[config.mk]
export PLATFORM = sky130hd
export DESIGN_NAME = two_segment_pitch_envelope_flat
export DESIGN_NICKNAME = d
export VERILOG_FILES = /design/src/design/tspe_pkg.sv /design/src/design/tspe_if.sv /design/src/design/tspe_div.sv /design/src/design/two_segment_pitch_envelope.sv /design/src/flat_wrapper.sv
export SDC_FILE = /design/constraint.sdc
export NUM_CORES = 1
export LEC_CHECK = 0
export BUFFER_PORTS_ARGS = -buffer_cell sky130_fd_sc_hd__buf_2
export CORE_MARGIN = 3
export CORE_UTILIZATION = 45
export CTS_CLUSTER_SIZE = 20
export DETAILED_ROUTE_END_ITERATION = 16
export SLEW_MARGIN = 25
export SYNTH_ARGS = -nofsm -noshare
export SYNTH_HDL_FRONTEND = slang
export SYNTH_SLANG_ARGS = --single-unit
[constraint.sdc]
create_clock -name clk -period 14.5 [get_ports clk]
set_input_delay 1.45 -clock clk [delete_from_list [all_inputs] [get_ports clk]]
set_output_delay 1.45 -clock clk [all_outputs]
set_load 0.01 [all_outputs]
[src/design/tspe_pkg.sv]
package tspe_pkg;

    localparam int PITCH_W        = 24;
    localparam int LEN_W          = 20;
    localparam int ACC_W          = 32;
    localparam int FRAC_SHIFT     = ACC_W - PITCH_W;
    localparam int DIGIT_W        = 8;
    localparam int DIGITS         = ACC_W / DIGIT_W;
    localparam int DIG_CNT_W      = $clog2(DIGITS);
    localparam int DIV_W          = 32;
    localparam int DIV_CNT_W      = $clog2(DIV_W);
    localparam int CFG_IDX_W      = 2;
    localparam int CFG_DATA_W     = 24;
    localparam int COUNT_BITS_DEF = 20;

    typedef logic signed [PITCH_W-1:0] pitch_t;
    typedef logic [LEN_W-1:0]          len_t;
    typedef logic signed [ACC_W-1:0]   acc_t;

    // register indexes
    localparam logic [CFG_IDX_W-1:0] CFG_START  = 2'd0;
    localparam logic [CFG_IDX_W-1:0] CFG_MID    = 2'd1;
    localparam logic [CFG_IDX_W-1:0] CFG_FIRST  = 2'd2;
    localparam logic [CFG_IDX_W-1:0] CFG_SECOND = 2'd3;

    // defaults: 75.0, 48.0 semitones, 441 and 6615 samples; power-up note 24.0
    localparam pitch_t START_RST  = 24'sd4915200;
    localparam pitch_t MID_RST    = 24'sd3145728;
    localparam len_t   FIRST_RST  = 20'd441;
    localparam len_t   SECOND_RST = 20'd6615;
    localparam pitch_t NOTE_RST   = 24'sd1572864;

    localparam acc_t ACC_MAX = 32'sh7FFF_FFFF;
    localparam acc_t ACC_MIN = 32'sh8000_0000;

endpackage

[src/design/tspe_if.sv]
interface tspe_in_if;
    import tspe_pkg::*;

    logic   valid;
    logic   ready;
    logic   kind;
    pitch_t note_pitch;

    modport source (output valid, output kind, output note_pitch, input ready);
    modport sink   (input valid, input kind, input note_pitch, output ready);
endinterface

interface tspe_out_if;
    import tspe_pkg::*;

    logic   valid;
    logic   ready;
    pitch_t pitch;

    modport source (output valid, output pitch, input ready);
    modport sink   (input valid, input pitch, output ready);
endinterface

[src/design/tspe_div.sv]
// Unsigned restoring divider, one quotient bit per cycle.
module tspe_div #(
    parameter int DVS_W = tspe_pkg::COUNT_BITS_DEF
) (
    input  logic                       clk,
    input  logic                       rst_n,
    input  logic                       start,
    input  logic [tspe_pkg::DIV_W-1:0] dividend,
    input  logic [DVS_W-1:0]           divisor,
    output logic                       done,
    output logic [tspe_pkg::DIV_W-1:0] quotient
);
    import tspe_pkg::*;

    logic [DVS_W:0]     rem_reg, rem_next;
    logic [DIV_W-1:0]   quo_reg, quo_next;
    logic [DVS_W-1:0]   dvs_reg, dvs_next;
    logic               busy_reg, busy_next;
    logic               done_reg, done_next;
    logic [DIV_CNT_W-1:0] cnt_reg, cnt_next;

    logic [DVS_W:0]     trial;
    logic [DVS_W+1:0]   diff;
    logic               fits;

    always_comb
    begin
        trial = {rem_reg[DVS_W-1:0], quo_reg[DIV_W-1]};
        diff  = {1'b0, trial} - {2'b00, dvs_reg};
        fits  = !diff[DVS_W+1];

        rem_next  = rem_reg;
        quo_next  = quo_reg;
        dvs_next  = dvs_reg;
        busy_next = busy_reg;
        cnt_next  = cnt_reg;
        done_next = 1'b0;

        if (start)
        begin
            rem_next  = '0;
            quo_next  = dividend;
            dvs_next  = divisor;
            busy_next = 1'b1;
            cnt_next  = '0;
        end
        else if (busy_reg)
        begin
            rem_next = fits ? diff[DVS_W:0] : trial;
            quo_next = {quo_reg[DIV_W-2:0], fits};
            cnt_next = cnt_reg + 1'b1;
            if (cnt_reg == DIV_CNT_W'(DIV_W - 1))
            begin
                busy_next = 1'b0;
                done_next = 1'b1;
            end
        end
    end

    always_ff @(posedge clk or negedge rst_n)
    begin
        if (!rst_n)
        begin
            busy_reg <= 1'b0;
            done_reg <= 1'b0;
            cnt_reg  <= '0;
        end
        else
        begin
            busy_reg <= busy_next;
            done_reg <= done_next;
            cnt_reg  <= cnt_next;
        end
    end

    always_ff @(posedge clk)
    begin
        rem_reg <= rem_next;
        quo_reg <= quo_next;
        dvs_reg <= dvs_next;
    end

    assign done     = done_reg;
    assign quotient = quo_reg;

endmodule

[src/design/two_segment_pitch_envelope.sv]
// Two-segment linear pitch envelope for percussion voices.
// cmd: one beat per item. kind 0 is a sample tick, kind 1 a trigger that
//   restarts the envelope at start_pitch and ramps to mid_pitch over
//   first_length ticks, then to note_pitch over second_length ticks.
// env: one beat per tick with the pitch after that tick; a trigger gives none.
// cfg_we/cfg_index/cfg_data write the four registers; new values take effect
//   at the next trigger.
// A tick passes four 8-bit digits through the serial accumulator adder, then
//   saturation and the segment counter; once the envelope is done a tick skips
//   the adder.
// A trigger waits for the two bit-serial 32-step increment dividers, which
//   run side by side.
// One item is in work at a time; cmd.ready rises again as soon as the result
//   sits in the output register, so the next item may start while env stalls.
//   The block only waits if a new result is ready while the old one is unread.
// After reset the block runs a trigger with the default registers and note
//   24.0 (cmd.ready low meanwhile) and then waits for items.
module two_segment_pitch_envelope #(
    parameter int COUNT_BITS = tspe_pkg::COUNT_BITS_DEF
) (
    input  logic                            clk,
    input  logic                            rst_n,
    tspe_in_if.sink                         cmd,
    tspe_out_if.source                      env,
    input  logic                            cfg_we,
    input  logic [tspe_pkg::CFG_IDX_W-1:0]  cfg_index,
    input  logic [tspe_pkg::CFG_DATA_W-1:0] cfg_data
);
    import tspe_pkg::*;

    localparam int EXT_W = (COUNT_BITS > LEN_W) ? COUNT_BITS : LEN_W;
    localparam logic [EXT_W-1:0] CNT_MAX = EXT_W'((64'd1 << COUNT_BITS) - 64'd1);

    localparam logic [2:0] ST_INIT = 3'd0;
    localparam logic [2:0] ST_IDLE = 3'd1;
    localparam logic [2:0] ST_DIV  = 3'd2;
    localparam logic [2:0] ST_ADD  = 3'd3;
    localparam logic [2:0] ST_FIN  = 3'd4;

    localparam logic [1:0] SEG_ONE  = 2'd0;
    localparam logic [1:0] SEG_DONE = 2'd2;

    localparam logic [DIG_CNT_W-1:0] DIG_LAST = DIG_CNT_W'(DIGITS - 1);

    function automatic logic [COUNT_BITS-1:0] eff_len(input len_t l);
        logic [EXT_W-1:0] x;
        x = EXT_W'(l);
        if (x == '0)
            x = EXT_W'(1);
        else if (x > CNT_MAX)
            x = CNT_MAX;
        return COUNT_BITS'(x);
    endfunction

    function automatic acc_t step_sat(input logic [DIV_W-1:0] q, input logic neg);
        acc_t r;
        if (q[DIV_W-1])
            r = neg ? ACC_MIN : ACC_MAX;
        else
            r = neg ? acc_t'(~q + 1'b1) : acc_t'(q);
        return r;
    endfunction

    // configuration
    pitch_t start_reg, mid_reg;
    len_t   first_reg, second_reg;

    always_ff @(posedge clk or negedge rst_n)
    begin
        if (!rst_n)
        begin
            start_reg  <= START_RST;
            mid_reg    <= MID_RST;
            first_reg  <= FIRST_RST;
            second_reg <= SECOND_RST;
        end
        else if (cfg_we)
        begin
            unique case (cfg_index)
                CFG_START:  start_reg  <= pitch_t'(cfg_data);
                CFG_MID:    mid_reg    <= pitch_t'(cfg_data);
                CFG_FIRST:  first_reg  <= len_t'(cfg_data);
                CFG_SECOND: second_reg <= len_t'(cfg_data);
                default: ;
            endcase
        end
    end

    logic [2:0]            state_reg, state_next;
    acc_t                  level_reg, level_next;
    acc_t                  step_reg [2];
    acc_t                  step_next [2];
    logic [COUNT_BITS-1:0] cnt_reg, cnt_next;
    logic [1:0]            seg_reg, seg_next;
    logic [COUNT_BITS-1:0] seg_len_reg [2];
    logic [COUNT_BITS-1:0] seg_len_next [2];
    logic [1:0]            neg_reg, neg_next;
    logic [ACC_W-1:0]      add_sh_reg, add_sh_next;
    logic                  carry_reg, carry_next;
    logic                  a_sign_reg, a_sign_next;
    logic                  b_sign_reg, b_sign_next;
    logic [DIG_CNT_W-1:0]  dig_reg, dig_next;
    logic                  adv_reg, adv_next;
    logic                  out_valid_reg, out_valid_next;
    pitch_t                out_pitch_reg, out_pitch_next;

    logic                  cmd_acc, out_free, trig;
    pitch_t                trig_note;
    logic [PITCH_W:0]      diff0, diff1, mag0, mag1;
    logic [DIV_W-1:0]      dvd0, dvd1, quo0, quo1;
    logic                  div_done0, div_done1;
    logic [DIGIT_W:0]      dsum;
    logic                  ovf;
    acc_t                  level_fin;
    logic [COUNT_BITS-1:0] cnt_inc;

    assign cmd_acc  = cmd.valid && cmd.ready;
    assign out_free = !out_valid_reg || env.ready;

    always_comb
    begin
        trig_note = (state_reg == ST_INIT) ? NOTE_RST : cmd.note_pitch;
        diff0 = {mid_reg[PITCH_W-1], mid_reg} - {start_reg[PITCH_W-1], start_reg};
        diff1 = {trig_note[PITCH_W-1], trig_note} - {mid_reg[PITCH_W-1], mid_reg};
        mag0  = diff0[PITCH_W] ? (~diff0 + 1'b1) : diff0;
        mag1  = diff1[PITCH_W] ? (~diff1 + 1'b1) : diff1;
        // |diff| < 2^24, so the Q8.24 numerator fits 32 unsigned bits
        dvd0  = {mag0[PITCH_W-1:0], {FRAC_SHIFT{1'b0}}};
        dvd1  = {mag1[PITCH_W-1:0], {FRAC_SHIFT{1'b0}}};

        dsum = {1'b0, level_reg[DIGIT_W-1:0]} + {1'b0, add_sh_reg[DIGIT_W-1:0]}
             + {{DIGIT_W{1'b0}}, carry_reg};

        ovf = adv_reg && (a_sign_reg == b_sign_reg) && (level_reg[ACC_W-1] != a_sign_reg);
        if (ovf)
            level_fin = a_sign_reg ? ACC_MIN : ACC_MAX;
        else
            level_fin = level_reg;
        cnt_inc = cnt_reg + 1'b1;

        state_next      = state_reg;
        level_next      = level_reg;
        step_next[0]    = step_reg[0];
        step_next[1]    = step_reg[1];
        cnt_next        = cnt_reg;
        seg_next        = seg_reg;
        seg_len_next[0] = seg_len_reg[0];
        seg_len_next[1] = seg_len_reg[1];
        neg_next        = neg_reg;
        add_sh_next     = add_sh_reg;
        carry_next      = carry_reg;
        a_sign_next     = a_sign_reg;
        b_sign_next     = b_sign_reg;
        dig_next        = dig_reg;
        adv_next        = adv_reg;
        out_valid_next  = out_valid_reg && !env.ready;
        out_pitch_next  = out_pitch_reg;
        trig            = 1'b0;

        unique case (state_reg)
            ST_INIT:
            begin
                trig       = 1'b1;
                state_next = ST_DIV;
            end
            ST_IDLE:
            begin
                if (cmd_acc)
                begin
                    if (cmd.kind)
                    begin
                        trig       = 1'b1;
                        state_next = ST_DIV;
                    end
                    else
                    begin
                        adv_next    = (seg_reg != SEG_DONE);
                        add_sh_next = step_reg[seg_reg[0]];
                        a_sign_next = level_reg[ACC_W-1];
                        b_sign_next = step_reg[seg_reg[0]][ACC_W-1];
                        carry_next  = 1'b0;
                        dig_next    = '0;
                        state_next  = (seg_reg != SEG_DONE) ? ST_ADD : ST_FIN;
                    end
                end
            end
            ST_DIV:
            begin
                if (div_done0 && div_done1)
                begin
                    step_next[0] = step_sat(quo0, neg_reg[0]);
                    step_next[1] = step_sat(quo1, neg_reg[1]);
                    state_next   = ST_IDLE;
                end
            end
            ST_ADD:
            begin
                // low digit in, level rotates right; after the last digit it is back in place
                level_next  = {dsum[DIGIT_W-1:0], level_reg[ACC_W-1:DIGIT_W]};
                add_sh_next = add_sh_reg >> DIGIT_W;
                carry_next  = dsum[DIGIT_W];
                dig_next    = dig_reg + 1'b1;
                if (dig_reg == DIG_LAST)
                    state_next = ST_FIN;
            end
            ST_FIN:
            begin
                if (out_free)
                begin
                    level_next     = level_fin;
                    out_valid_next = 1'b1;
                    out_pitch_next = level_fin[ACC_W-1 -: PITCH_W];
                    if (adv_reg)
                    begin
                        if (cnt_inc >= seg_len_reg[seg_reg[0]])
                        begin
                            cnt_next = '0;
                            seg_next = seg_reg + 1'b1;
                        end
                        else
                            cnt_next = cnt_inc;
                    end
                    state_next = ST_IDLE;
                end
            end
            default:
                state_next = ST_IDLE;
        endcase

        if (trig)
        begin
            level_next      = acc_t'({start_reg, {FRAC_SHIFT{1'b0}}});
            seg_next        = SEG_ONE;
            cnt_next        = '0;
            seg_len_next[0] = eff_len(first_reg);
            seg_len_next[1] = eff_len(second_reg);
            neg_next        = {diff1[PITCH_W], diff0[PITCH_W]};
        end
    end

    always_ff @(posedge clk or negedge rst_n)
    begin
        if (!rst_n)
        begin
            state_reg      <= ST_INIT;
            level_reg      <= acc_t'({START_RST, {FRAC_SHIFT{1'b0}}});
            cnt_reg        <= '0;
            seg_reg        <= SEG_ONE;
            seg_len_reg[0] <= COUNT_BITS'(1);
            seg_len_reg[1] <= COUNT_BITS'(1);
            dig_reg        <= '0;
            adv_reg        <= 1'b0;
            out_valid_reg  <= 1'b0;
        end
        else
        begin
            state_reg      <= state_next;
            level_reg      <= level_next;
            cnt_reg        <= cnt_next;
            seg_reg        <= seg_next;
            seg_len_reg[0] <= seg_len_next[0];
            seg_len_reg[1] <= seg_len_next[1];
            dig_reg        <= dig_next;
            adv_reg        <= adv_next;
            out_valid_reg  <= out_valid_next;
        end
    end

    always_ff @(posedge clk)
    begin
        step_reg[0]   <= step_next[0];
        step_reg[1]   <= step_next[1];
        neg_reg       <= neg_next;
        add_sh_reg    <= add_sh_next;
        carry_reg     <= carry_next;
        a_sign_reg    <= a_sign_next;
        b_sign_reg    <= b_sign_next;
        out_pitch_reg <= out_pitch_next;
    end

    tspe_div #(.DVS_W(COUNT_BITS)) u_div0 (
        .clk      (clk),
        .rst_n    (rst_n),
        .start    (trig),
        .dividend (dvd0),
        .divisor  (seg_len_next[0]),
        .done     (div_done0),
        .quotient (quo0)
    );

    tspe_div #(.DVS_W(COUNT_BITS)) u_div1 (
        .clk      (clk),
        .rst_n    (rst_n),
        .start    (trig),
        .dividend (dvd1),
        .divisor  (seg_len_next[1]),
        .done     (div_done1),
        .quotient (quo1)
    );

    assign cmd.ready = (state_reg == ST_IDLE);
    assign env.valid = out_valid_reg;
    assign env.pitch = out_pitch_reg;

`ifndef SYNTHESIS
    a_seg_code: assert property (@(posedge clk) disable iff (!rst_n)
        seg_reg != 2'd3)
        else $error("segment index out of range");

    a_cnt_below_len: assert property (@(posedge clk) disable iff (!rst_n)
        (seg_reg != SEG_DONE) |-> (cnt_reg < seg_len_reg[seg_reg[0]]))
        else $error("sample count reached segment length");

    a_div_lockstep: assert property (@(posedge clk) disable iff (!rst_n)
        div_done0 == div_done1)
        else $error("increment dividers out of step");

    a_result_from_fin: assert property (@(posedge clk) disable iff (!rst_n)
        $rose(out_valid_reg) |-> $past(state_reg == ST_FIN))
        else $error("result beat without a finished tick");
`endif

endmodule

[src/flat_wrapper.sv]
// flat-port wrapper written by rule: the top's interface ports become plain ports
module two_segment_pitch_envelope_flat import tspe_pkg::*;
#(
    parameter int COUNT_BITS = tspe_pkg::COUNT_BITS_DEF
)
  (clk, rst_n, cfg_we, cfg_index, cfg_data, cmd_valid, cmd_kind, cmd_note_pitch, cmd_ready, env_valid, env_pitch, env_ready);
  tspe_in_if cmd_i ();
  tspe_out_if env_i ();
  input  logic clk;
  input  logic rst_n;
  input  logic cfg_we;
  input  logic [tspe_pkg::CFG_IDX_W-1:0] cfg_index;
  input  logic [tspe_pkg::CFG_DATA_W-1:0] cfg_data;
  input wire logic [$bits(cmd_i.valid)-1:0] cmd_valid;
  input wire logic [$bits(cmd_i.kind)-1:0] cmd_kind;
  input wire logic [$bits(cmd_i.note_pitch)-1:0] cmd_note_pitch;
  output wire logic [$bits(cmd_i.ready)-1:0] cmd_ready;
  output wire logic [$bits(env_i.valid)-1:0] env_valid;
  output wire logic [$bits(env_i.pitch)-1:0] env_pitch;
  input wire logic [$bits(env_i.ready)-1:0] env_ready;
  assign cmd_i.valid = cmd_valid;
  assign cmd_i.kind = cmd_kind;
  assign cmd_i.note_pitch = cmd_note_pitch;
  assign cmd_ready = cmd_i.ready;
  assign env_valid = env_i.valid;
  assign env_pitch = env_i.pitch;
  assign env_i.ready = env_ready;
  two_segment_pitch_envelope #(.COUNT_BITS(COUNT_BITS)) u_core (.clk(clk), .rst_n(rst_n), .cmd(cmd_i), .env(env_i), .cfg_we(cfg_we), .cfg_index(cfg_index), .cfg_data(cfg_data));
endmodule
# == Yosys cells after proc, flatten, opt, wreduce, memory -nomap -nowiden ==
# Memory sizes are Yosys's and may differ from the RTL's.
# Cells that the tools add are included.
# classes
add_sub_neg,15
n_mul,0
div_mod_pow,0
order_cmp,4
eq_ne,22
n_shift,0
n_mux,77
bitwise,6
n_reduce_logical,35
# op_table
cell,n
two-way mux 32 bit,16
two-way mux 20 bit,14
two-way mux 64 bit,2
case mux 32 bit (2 select lines),2
two-way mux 24 bit,3
adder 32 x 1 -> 32 bit (second input constant),2
inverter 32 bit,2
subtractor 24 x 24 -> 25 bit,2
adder 24 x 1 -> 24 bit (second input constant),2
inverter 24 bit,2
subtractor 21 x 20 -> 22 bit,2
greater-than comparator 20 bit (second input constant),2
logical NOT 20 bit,2
two-way mux 40 bit,1
adder 20 x 1 -> 20 bit (second input constant),1
greater-or-equal comparator 20 bit,1
two-way mux 5 bit,4
two-way mux 1 bit,18
two-way mux 3 bit,6
case mux 3 bit (5 select lines),1
two-way mux 2 bit,7
AND reduction 2 bit,7
nonzero test 2 bit,7
AND reduction 3 bit,4
other kinds (28),49
# word_totals
regBits,408
latchBits,0
ram_bits,64
rom_bits,0
wordCells,194
mem_count,1
# mem_list
name,depth,word_bits,rd,rd_clocked_by_memory_dff,write_ports,line,rtl
u_core.step_reg,2,32,1,0,2,two_segment_pitch_envelope.sv:91,acc_t step_reg [2];

# == Longest topological paths before layout ==
# Gate-level depths: netlist of the first run.
# logic_depth
word_depth,10
ltp_mapped,17
depth_no_buf,16

# == By module ==
# Synthesis of the first run repeated with hierarchy kept, for this count alone.
# unflattened
hier_cells,2810
area_unflattened_um2,27746.6
# modules_own_cells
mod,n_inst,cells_per_inst,area_per_inst_um2
two_segment_pitch_envelope,1,2080,19446.2
tspe_div,2,365,4150.2

# == Worst setup path after synthesis of the first run ==
# Ideal clock, no wire load.
# synth_path
kind,register to register
startpoint,reg u_core.state_reg[1]
endpoint,mem u_core.step_reg[0][0] in the netlist's numbering (enable)
arrival_ps,7283
slack_ps,6550
path_stages_with_launch,3
path_buffers,1
period_less_slack_ps,7950
cell_sequence,dfrtp_1 > clkbuf_1 > nor4b_1
# synth_rtl
item,line,rtl
from (decl),two_segment_pitch_envelope.sv:89,"logic [2:0] state_reg, state_next;"
from (signal assigned),two_segment_pitch_envelope.sv:257,state_reg <= state_next;
to (decl),two_segment_pitch_envelope.sv:91,

# == Final worst setup path of the first run ==
# layout_path
startpoint,reg u_core.state_reg[1]
endpoint,"reg u_core.u_div1.quo_reg[12], in the netlist u_core.u_div1.quotient[12] (data pin)"
# layout_via
elab_cells_between_ends,11
classes_between,add/sub (2); eq/ne (1); mux (5); bitwise (1); reduce/logical (2)
# layout_rtl
item,line,rtl
logical NOT 3 bit,two_segment_pitch_envelope.sv:122,trig_note = (state_reg == ST_INIT) ? NOTE_RST : cmd.note_pitch;
two-way mux 24 bit,two_segment_pitch_envelope.sv:122,
subtractor 24 x 24 -> 25 bit,two_segment_pitch_envelope.sv:124,"diff1 = {trig_note[PITCH_W-1], trig_note} - {mid_reg[PITCH_W-1], mid_reg};"
net u_core.diff1[24],two_segment_pitch_envelope.sv:109,"logic [PITCH_W:0] diff0, diff1, mag0, mag1;"
two-way mux 24 bit,two_segment_pitch_envelope.sv:126,mag1 = diff1[PITCH_W] ? (~diff1 + 1'b1) : diff1;
two-way mux 32 bit,tspe_div.sv:39,if (start)
net u_core.u_div1.quo_next[12],tspe_div.sv:16,"logic [DIV_W-1:0] quo_reg, quo_next;"
to (signal assigned),tspe_div.sv:79,quo_reg <= quo_next;
to (decl),tspe_div.sv:16,
# The timed path passes the listed nets, and every way through them passes these cells.
# A chain may end at the register's enable or synchronous reset.

==> out/metrics.cfg, run 1 <==
[clock_network]
cts_setup_buffers=0
htree_num_levels=2
path_clk_slew_ps=60
cts_buffers=53
clockBufferDepth=3
cts.sinks=472
cts_tree=done
hold_buffers=0
clockRootBuffer=clkbuf_16
cts_resized=0
insertion_delay_ps=620

[route]
postRouteAntennaNets=0
wirelength_um=73000
wl_per_cell_um=19.8
drc=0
dr.pass1.iters=5
viasPerCell=5.71
vias=21071
drtIter0Drc=1524

[floorplanning]
chipWidth_um=253
ios=82
rows=89
start_util_pct=46.0
die_area_mm2=0.0638
core_area_mm2=0.0596
chipHeight_um=253

[sta]
period_minus_slack_ps=4800
slew_headroom_pct=18.1
skew_ps=37.7
fin_setup_tns_ps=0
rsz0062_at_grt=no
worstMarginPinSlew_ps=1220
achievable-frequency_mhz=208
post-route-period-util_pct=33.1
slew_viol_final=0
fin_ws_ps=9700
whs_ps=490
finalHoldViolCount=0
setup_violations=0

[yosys]
synth_warnings=0
synthDistinctLibCells=91
avgSynthCellArea_um2=9.63
synth_fp_nets=3033
netlist_instances=2844
yosys_register_bits=472
synth_area_mm2=0.0274
ys_seq_area_share_pct=46.1
synth_edf_count=213
yosys_most_used_dff=edfxtp_1
async_reset_ff_share_pct=43.0

[grt]
grt-ovfl-total=0
grt_antenna_before_repair=1
first_global_vias=20082
grt_util_all_layers_pct=22.6
grt_pass1_wl_um=113000
grt_start_max_net_pins=113

[placement]
dp_worst_setup_slack_ps=9170
port_buffers=81
detailed_place_hpwl_um=53600
routabilityCongestion=0.910

[critical_path]
crit_family=compound AO/OA/AOI/OAI gates
reg2reg_to=u_core.u_div1.quotient[12]$_DFFE_PP_
r2r_slack_ps=9700
setup.worst_path.class=reg -> reg
startpoint_type=register
slowest_delay_ps=590
crit_arrival_ps=5130
crit_cells=15
cp_cell_sequence=nor3_2 > buf_4 > nand2b_1 > ha_1 > fa_1 > nor2b_1 > o31a_1 > o211ai_1 > a21o_1 > a221oi_1 > a41o_1 > clkinv_1 > o21ai_0 > xor2_1 > a21oi_1
ff2ff_path_depth=15
critPathBufInv=2
cp_slowest_cell=a41o_1
worstPathRequired_ps=14830
timing.rr.start=u_core.state_reg[1]$_DFFE_PN0P_
worstSetupEndpointType=register
crit_fanout=26

[layout]
nets=3064
layout-area-overhead-vs-synth_pct=11.0
largest_reg_flops=64
n_antenna_cell=0
drive_gt1_share_pct=12.2

[power]
comb_power_share_pct=50.7
swShare_pct=43.4
seq_power_share_pct=31.3
power.leakage_nw=13.0
p_sw_w=0.00337
pwr_density_cell_mw_per_mm2=256
vdd_drop_max_uv=150
p_int_w=0.00441
fin_total_pwr_w=0.00778
clock_power_share_pct=18.0

[min_path]
hold_class=reg -> reg
hold_depth=2
hold_path.startpoint=u_core.level_reg[0]$_DFFE_PN0P_
holdPathEnd=u_core.level_reg[0]$_DFFE_PN0P_

[run]
cap_violations=0

[run_status]
status=finished clean

## worst reg2reg max path, cell delays in order, from the launching register on
cell      delay, ps
dfrtp_1         570
nor3_2           80
buf_4           230
nand2b_1        210
ha_1            220
fa_1            420
nor2b_1         170
o31a_1          320
o211ai_1        210
a21o_1          240
a221oi_1        430
a41o_1          590
clkinv_1        390
o21ai_0         220
xor2_1          180
a21oi_1          80
## layer usage
| layer | share of wire [%] | track usage, % |
|---|---|---|
| met1 | 47 | 32.6 |
| met2 | 45 | 35.3 |
| met3 | 4.4 | 2.83 |
| met4 | 3.4 | 7.56 |
| met5 | 0 | 0 |
## final cells by class
cell class	count	area [µm²]
clock inverters	31	338
multi-input cells	2095	13800
inverters	143	542
clock buffers	69	1510
fillers	5393	29200
flip-flops and latches	472	12600
well taps	773	967
repair buffers	110	652
## cell usage in the layout (no fill, tap or decap), types with 14 or more instances in the layout
master / count
nand3_1: 41
a31oi_1: 18
or3_1: 22
o22ai_1: 18
o21ai_0: 259
edfxtp_1: 213
dfrtp_1: 174
nor4_1: 21
nand2_1: 377
dfxtp_1: 56
xnor2_1: 73
buf_4: 26
nor3b_1: 17
a22oi_1: 29
a21o_1: 78
o31ai_1: 14
ha_1: 127
nand2b_1: 26
o21a_1: 17
inv_1: 140
buf_2: 80
nor2b_1: 36
mux2i_1: 107
nor2_1: 195
nor3_1: 45
dfstp_2: 27
a211oi_1: 49
clkbuf_16: 55
a21oi_1: 173
mux2_2: 71
xor2_1: 68
and3_1: 21
## cell usage after synthesis, drive strengths merged (9+ instances only)
cell type  instances  area, µm²
nand2            377       1420
o21ai            266       1340
edfxtp           213       6400
nor2             197        742
dfrtp            176       4400
a21oi            174        875
inv              141        529
ha               127       1590
clkbuf           118        444
mux2i            107       1070
a21o              78        586
xnor2             74        667
mux2              71        800
xor2              68        596
dfxtp             56       1120
a211oi            49        368
nor3              49        250
nand3             42        210
nor2b             36        225
a22oi             29        218
dfstp             27        709
or3               27        194
nand2b            26        163
nor4              23        165
and3              22        138
a31oi             20        131
nor3b             19        143
o21a              18        143
o22ai             18        113
buf               16       68.8
o31ai             14        105
o211ai            13        103
or2               13       83.8
or4               13        105
a22o              12        105
nand4             12       75.1
and2               9       56.3
nand3b             9       67.6
## metrics by stage
| stage | cells | utilization [%] | cell area, µm² |
|---|---|---|---|
| 2_1_floorplan | 2844 | - | 27400 |
| 3_3_place_gp | 3592 | 47.9 | 28500 |
| 3_5_place_dp | 3592 | 47.9 | 28500 |
| 4_1_cts | 3692 | 51.0 | 30400 |
| 5_1_grt | 3693 | 51.0 | 30400 |
| 6_report | 3693 | 51.0 | 30400 |
## how the worst max path moves through the flow
stage / from / end / slack (ps)
final: u_core.state_reg[1]$_DFFE_PN0P_ / u_core.u_div1.quotient[12]$_DFFE_PP_ / 9700
after detailed placement: cmd_note_pitch[0] / u_core.u_div1.quotient[12]$_DFFE_PP_ / 9170
after floorplan: u_core.state_reg[1]$_DFFE_PN0P_ / u_core.step_reg[0][0]$_DFFE_PP_ / 6550
after global placement: cmd_note_pitch[0] / u_core.u_div1.quotient[20]$_DFFE_PP_ / 9300
after global routing: u_core.state_reg[1]$_DFFE_PN0P_ / u_core.u_div1.quotient[12]$_DFFE_PP_ / 9370
after CTS: u_core.state_reg[1]$_DFFE_PN0P_ / u_core.u_div1.quotient[12]$_DFFE_PP_ / 9740
## power by group through the flow
stage | logic, W | registers (W) | clock network, W
floorplan | 0.00303 | 0.00227 | 0
global placement | 0.00382 | 0.00243 | 0
detailed placement | 0.00391 | 0.00245 | 0
CTS | 0.00393 | 0.00242 | 0.00143
global route | 0.00441 | 0.00248 | 0.00148
finish | 0.00394 | 0.00243 | 0.00140
## logic make-up (layout without fill, tap and decap cells)
kind of cell,count (synthesis),after routing,synth area share (%)
compound gates,757,757,17.1
fa+ha+maj,133,133,6.24
simple gates,885,885,15.2
flops,472,472,46.1
mux,178,178,6.83
buf+inv,277,353,3.83
xor+xnor,142,142,4.61
Note: power is estimated with default switching activity, not from simulation.
==> run 2: changes to the inputs <==
- clock period: 14.5 -> 5 ns (I/O delays scaled with it)
==> out/metrics.cfg, run 2 (synthesis results as in run 1) <==
[clock_network]
insertion_delay_ps=610
path_clk_slew_ps=60
clockBufferDepth=3
htree_num_levels=2
cts_buffers=53
cts.sinks=472
clockRootBuffer=clkbuf_16
cts_tree=done

[critical_path]
ff2ff_path_depth=14
setup.worst_path.class=reg -> reg
worstPathRequired_ps=5340
r2r_slack_ps=480
worstSetupEndpointType=register
startpoint_type=register
crit_fanout=20
reg2reg_to=u_core.u_div1.quotient[30]$_DFFE_PP_
timing.rr.start=u_core.state_reg[0]$_DFFE_PN0P_
crit_arrival_ps=4860

[sta]
finalHoldViolCount=0
fin_setup_tns_ps=0
post-route-period-util_pct=90.5
achievable-frequency_mhz=221
rsz0062_at_grt=no
skew_ps=17.2
period_minus_slack_ps=4520
slew_viol_final=0
worstMarginPinSlew_ps=1060
setup_violations=0
slew_headroom_pct=28.8

[route]
viasPerCell=5.68
dr.pass1.iters=5
wirelength_um=74500
vias=21007
drtIter0Drc=1419
postRouteAntennaNets=0
wl_per_cell_um=20.1
drc=0

[grt]
grt_util_all_layers_pct=23.1
use_met3_pct=4.80
grt_start_max_net_pins=111
first_global_vias=19997
grt-ovfl-total=0
grt_antenna_before_repair=2
use_met1_pct=32.6
grt_pass1_wl_um=116000
grtUsageMet2_pct=35.3
grt_most_used_layer=met2

[floorplanning]
ios=82
chipHeight_um=253
die_area_mm2=0.0638
start_util_pct=46.0
core_area_mm2=0.0596
chipWidth_um=253
rows=89

[layout]
fill_cells=5383
layout-area-overhead-vs-synth_pct=11.1
drive_gt1_share_pct=11.8
nets=3070
final_common_cell=nand2_1
layout_common_cells=377 x nand2_1, 259 x o21ai_0, 213 x edfxtp_1, 195 x nor2_1
largest_reg_flops=64
fin_cells=3700

[power]
clock_power_share_pct=17.7
p_sw_w=0.00984
swShare_pct=43.5
seq_power_share_pct=31.2
pwr_density_cell_mw_per_mm2=743
p_int_w=0.0128
comb_power_share_pct=51.1
vdd_drop_max_uv=499
power.leakage_nw=13.0

[placement]
port_buffers=81
detailed_place_hpwl_um=54800
routabilityCongestion=0.915
placed_cells=3597

[min_path]
hold_depth=3
hold_path.startpoint=cfg_data[23]
hold_class=in -> reg
holdPathEnd=u_core.start_reg[23]$_DFFE_PN0P_

[run_status]
status=finished clean

[run]
cap_violations=0

-- run 2: how the worst max path moves through the flow --
| stage | start | to | slack [ps] |
|---|---|---|---|
| final | u_core.state_reg[0]$_DFFE_PN0P_ | u_core.u_div1.quotient[30]$_DFFE_PP_ | 480 |
| after floorplan | u_core.state_reg[1]$_DFFE_PN0P_ | u_core.step_reg[0][0]$_DFFE_PP_ | 300 |
| after global routing | u_core.state_reg[2]$_DFFE_PN0P_ | u_core.u_div1.quotient[28]$_DFFE_PP_ | 150 |
| after detailed placement | u_core.state_reg[2]$_DFFE_PN0P_ | u_core.u_div1.quotient[30]$_DFFE_PP_ | 350 |
| after CTS | u_core.state_reg[2]$_DFFE_PN0P_ | u_core.u_div1.quotient[30]$_DFFE_PP_ | 340 |
| after global placement | u_core.state_reg[2]$_DFFE_PN0P_ | u_core.u_div1.quotient[30]$_DFFE_PP_ | 530 |
-- run 2: final cells by class --
type	count	area (µm²)	area share (%)
antenna	1	2.50	0.00823
clock buffer	75	1460	4.80
clock inverter	25	330	1.09
inverter	143	542	1.78
multi-input combinational	2095	13800	45.3
sequential	472	12600	41.5
tap	773	967	3.18
timing repair buffer	116	712	2.34
-- run 2: per-stage QoR --
step | hold slack, ps | utilization, % | area (µm²) | power (W) | worst slack (ps)
final | 141 | 51.1 | 30400 | 0.0226 | 477
after global routing | 147 | 51.1 | 30400 | 0.0244 | 147
after CTS | 109 | 51.0 | 30400 | 0.0226 | 342
after detailed placement | 470 | 48.0 | 28600 | 0.0185 | 349
after global placement | 465 | 48.0 | 28600 | 0.0183 | 526
after floorplan | 204 | - | 27400 | 0.0154 | 302
-- run 2: power groups by stage --
| stage | logic (W) | registers [W] | clock network [W] |
|---|---|---|---|
| after detailed placement | 0.0114 | 0.00710 | 0 |
| final | 0.0116 | 0.00707 | 0.00399 |
| after global routing | 0.0130 | 0.00721 | 0.00424 |
| after CTS | 0.0115 | 0.00703 | 0.00409 |
| after floorplan | 0.00878 | 0.00658 | 0 |
| after global placement | 0.0112 | 0.00705 | 0 |
-- run 2: worst max-delay path: stages (launching register included) --
cell      delay (ps)
dfrtp_1          520
nor3_4           390
buf_4            330
nor2b_1           90
ha_1             530
nand2_1          170
nor2_1           270
o211ai_1         210
a21o_1           230
xor2_1           320
nor3b_1          480
nor4b_4          340
a21oi_1          130
xor2_1           180
o21ai_1           80
-- run 2: repair_timing --
action,CTS,global route
hold buffers,1,0
gates resized for setup,0,1
setup buffers,0,0
setup endpoints to repair,0,2
hold endpoints to repair,30,0
-- run 2: per-layer routing --
metal / share of wire [%] / vias up
li1: - / 10326
met1: 47 / 10086
met2: 44 / 467
met3: 5.6 / 128
met4: 3.7 / 0
met5: 0 / -
==> run 3: changes to the inputs <==
- SLEW_MARGIN: 25 -> 5
- clock period: 5 -> 4.9 ns (I/O delays scaled with it)
==> out/metrics.cfg, run 3 (synthesis results as in run 1) <==
[route]
dr.max_layer_used=met4
wl_met1_um=35800
wirelength_um=73800
dr.pass1.iters=5
vias=21053
drc=0
wl_per_cell_um=20.0
viasPerCell=5.70
met2_length_um=33200
postRouteAntennaNets=0
drtIter0Drc=1505
routed-wl-met3_um=3100

[floorplanning]
core_area_mm2=0.0596
start_util_pct=46.0
die_area_mm2=0.0638
rows=89
chipHeight_um=253
ios=82
chipWidth_um=253

[layout]
largest_reg_flops=64
fin_cells=3695
n_antenna_cell=0
final_common_cell=nand2_1
drive_gt1_share_pct=12.0
nets=3069
fin_area_mm2=0.0303
layout-area-overhead-vs-synth_pct=10.7
layout_common_cells=377 x nand2_1, 259 x o21ai_0, 213 x edfxtp_1, 195 x nor2_1

[critical_path]
worstSetupEndpointType=register
crit_arrival_ps=4830
r2r_slack_ps=390
crit_fanout=17
startpoint_type=register
reg2reg_to=u_core.u_div1.quotient[28]$_DFFE_PP_
worstPathRequired_ps=5220
ff2ff_path_depth=14
setup.worst_path.class=reg -> reg
timing.rr.start=u_core.state_reg[0]$_DFFE_PN0P_

[clock_network]
cts.sinks=472
cts_tree=done
htree_num_levels=2
cts_resized=0
cts_setup_buffers=0
clockRootBuffer=clkbuf_16
insertion_delay_ps=600
path_clk_slew_ps=60
cts_buffers=50
hold_buffers=1
clockBufferDepth=3

[grt]
grt_start_max_net_pins=113
grt-ovfl-total=0
grt_antenna_before_repair=2
grt_util_all_layers_pct=23.1
grt_pass1_wl_um=116000
first_global_vias=20164

[sta]
setup_violations=0
achievable-frequency_mhz=222
rsz0062_at_grt=no
post-route-period-util_pct=92.0
period_minus_slack_ps=4510
skew_ps=19.8
slew_headroom_pct=26.3
finalHoldViolCount=0
fin_ws_ps=392
slew_viol_final=0
fin_setup_tns_ps=0
worstMarginPinSlew_ps=1100

[min_path]
hold_path.startpoint=cfg_data[23]
holdPathEnd=u_core.start_reg[23]$_DFFE_PN0P_
hold_class=in -> reg
hold_depth=3

[placement]
place_area_mm2=0.0286
routabilityCongestion=0.896
detailed_place_hpwl_um=54700
port_buffers=81
dp_worst_setup_slack_ps=445
placed_cells=3600

[run_status]
status=finished clean

[power]
pwr_density_cell_mw_per_mm2=754
vdd_drop_max_uv=474
fin_total_pwr_w=0.0229
power.leakage_nw=13.0

[run]
cap_violations=0

-- run 3: cell types whose count changed in the layout (fill, tap and decap cells not counted), sizes merged --
cell	previous run	this run
clkinv	16	14
inv	143	149
bufinv	6	2
buf	114	116
clkinvlp	3	6
clkbuf	76	67
diode	1	0
-- run 3: layout make-up --
cell class                 instances  area (µm²)
fill                            5375       29300
multi-input combinational       2095       13800
sequential                       472       12600
clock buffer                      66        1410
tap                              773         967
timing repair buffer             118         732
inverter                         143         542
clock inverter                    28         258
-- run 3: report_power, final --
part / leakage [nW] / internal (W) / switching, W
logic: 7.17 / 0.00465 / 0.00718
registers: 4.99 / 0.00603 / 0.00119
clock network: 0.805 / 0.00217 / 0.00165
total: 13.0 / 0.0128 / 0.0100
-- run 3: metal layers --
metal	track usage, %	up-vias
met5	0	-
met4	5.67	0
met3	2.98	85
met2	36.1	454
met1	34.0	10192
li1	-	10322
-- run 3: stage by stage --
stage          utilization, %  hold slack, ps
4_1_cts                  50.9             129
2_1_floorplan               -             194
3_3_place_gp             48.1             464
5_1_grt                  50.9             137
3_5_place_dp             48.1             476
6_report                 50.9             145
-- run 3: worst max path at each step --
stage	to	startpoint	slack, ps	depth (start not counted)
floorplan	u_core.step_reg[0][0]$_DFFE_PP_	u_core.state_reg[1]$_DFFE_PN0P_	200	2
global placement	u_core.u_div1.quotient[30]$_DFFE_PP_	u_core.state_reg[2]$_DFFE_PN0P_	570	14
detailed placement	u_core.u_div1.quotient[28]$_DFFE_PP_	u_core.state_reg[2]$_DFFE_PN0P_	450	14
CTS	u_core.u_div1.quotient[28]$_DFFE_PP_	u_core.state_reg[0]$_DFFE_PN0P_	430	14
global route	u_core.u_div1.quotient[28]$_DFFE_PP_	u_core.state_reg[0]$_DFFE_PN0P_	40	14
finish	u_core.u_div1.quotient[28]$_DFFE_PP_	u_core.state_reg[0]$_DFFE_PN0P_	390	14
-- run 3: worst max-delay path: stages, from the launching register on --
cell	delay, ps
dfrtp_1	500
nor3_2	410
buf_4	320
nor2b_1	90
ha_1	410
a21oi_1	150
o21ai_0	490
nor3_1	110
a21o_1	230
xor2_1	300
nor3b_1	490
nor4b_4	340
a21oi_1	130
xnor2_1	140
o21ai_0	100
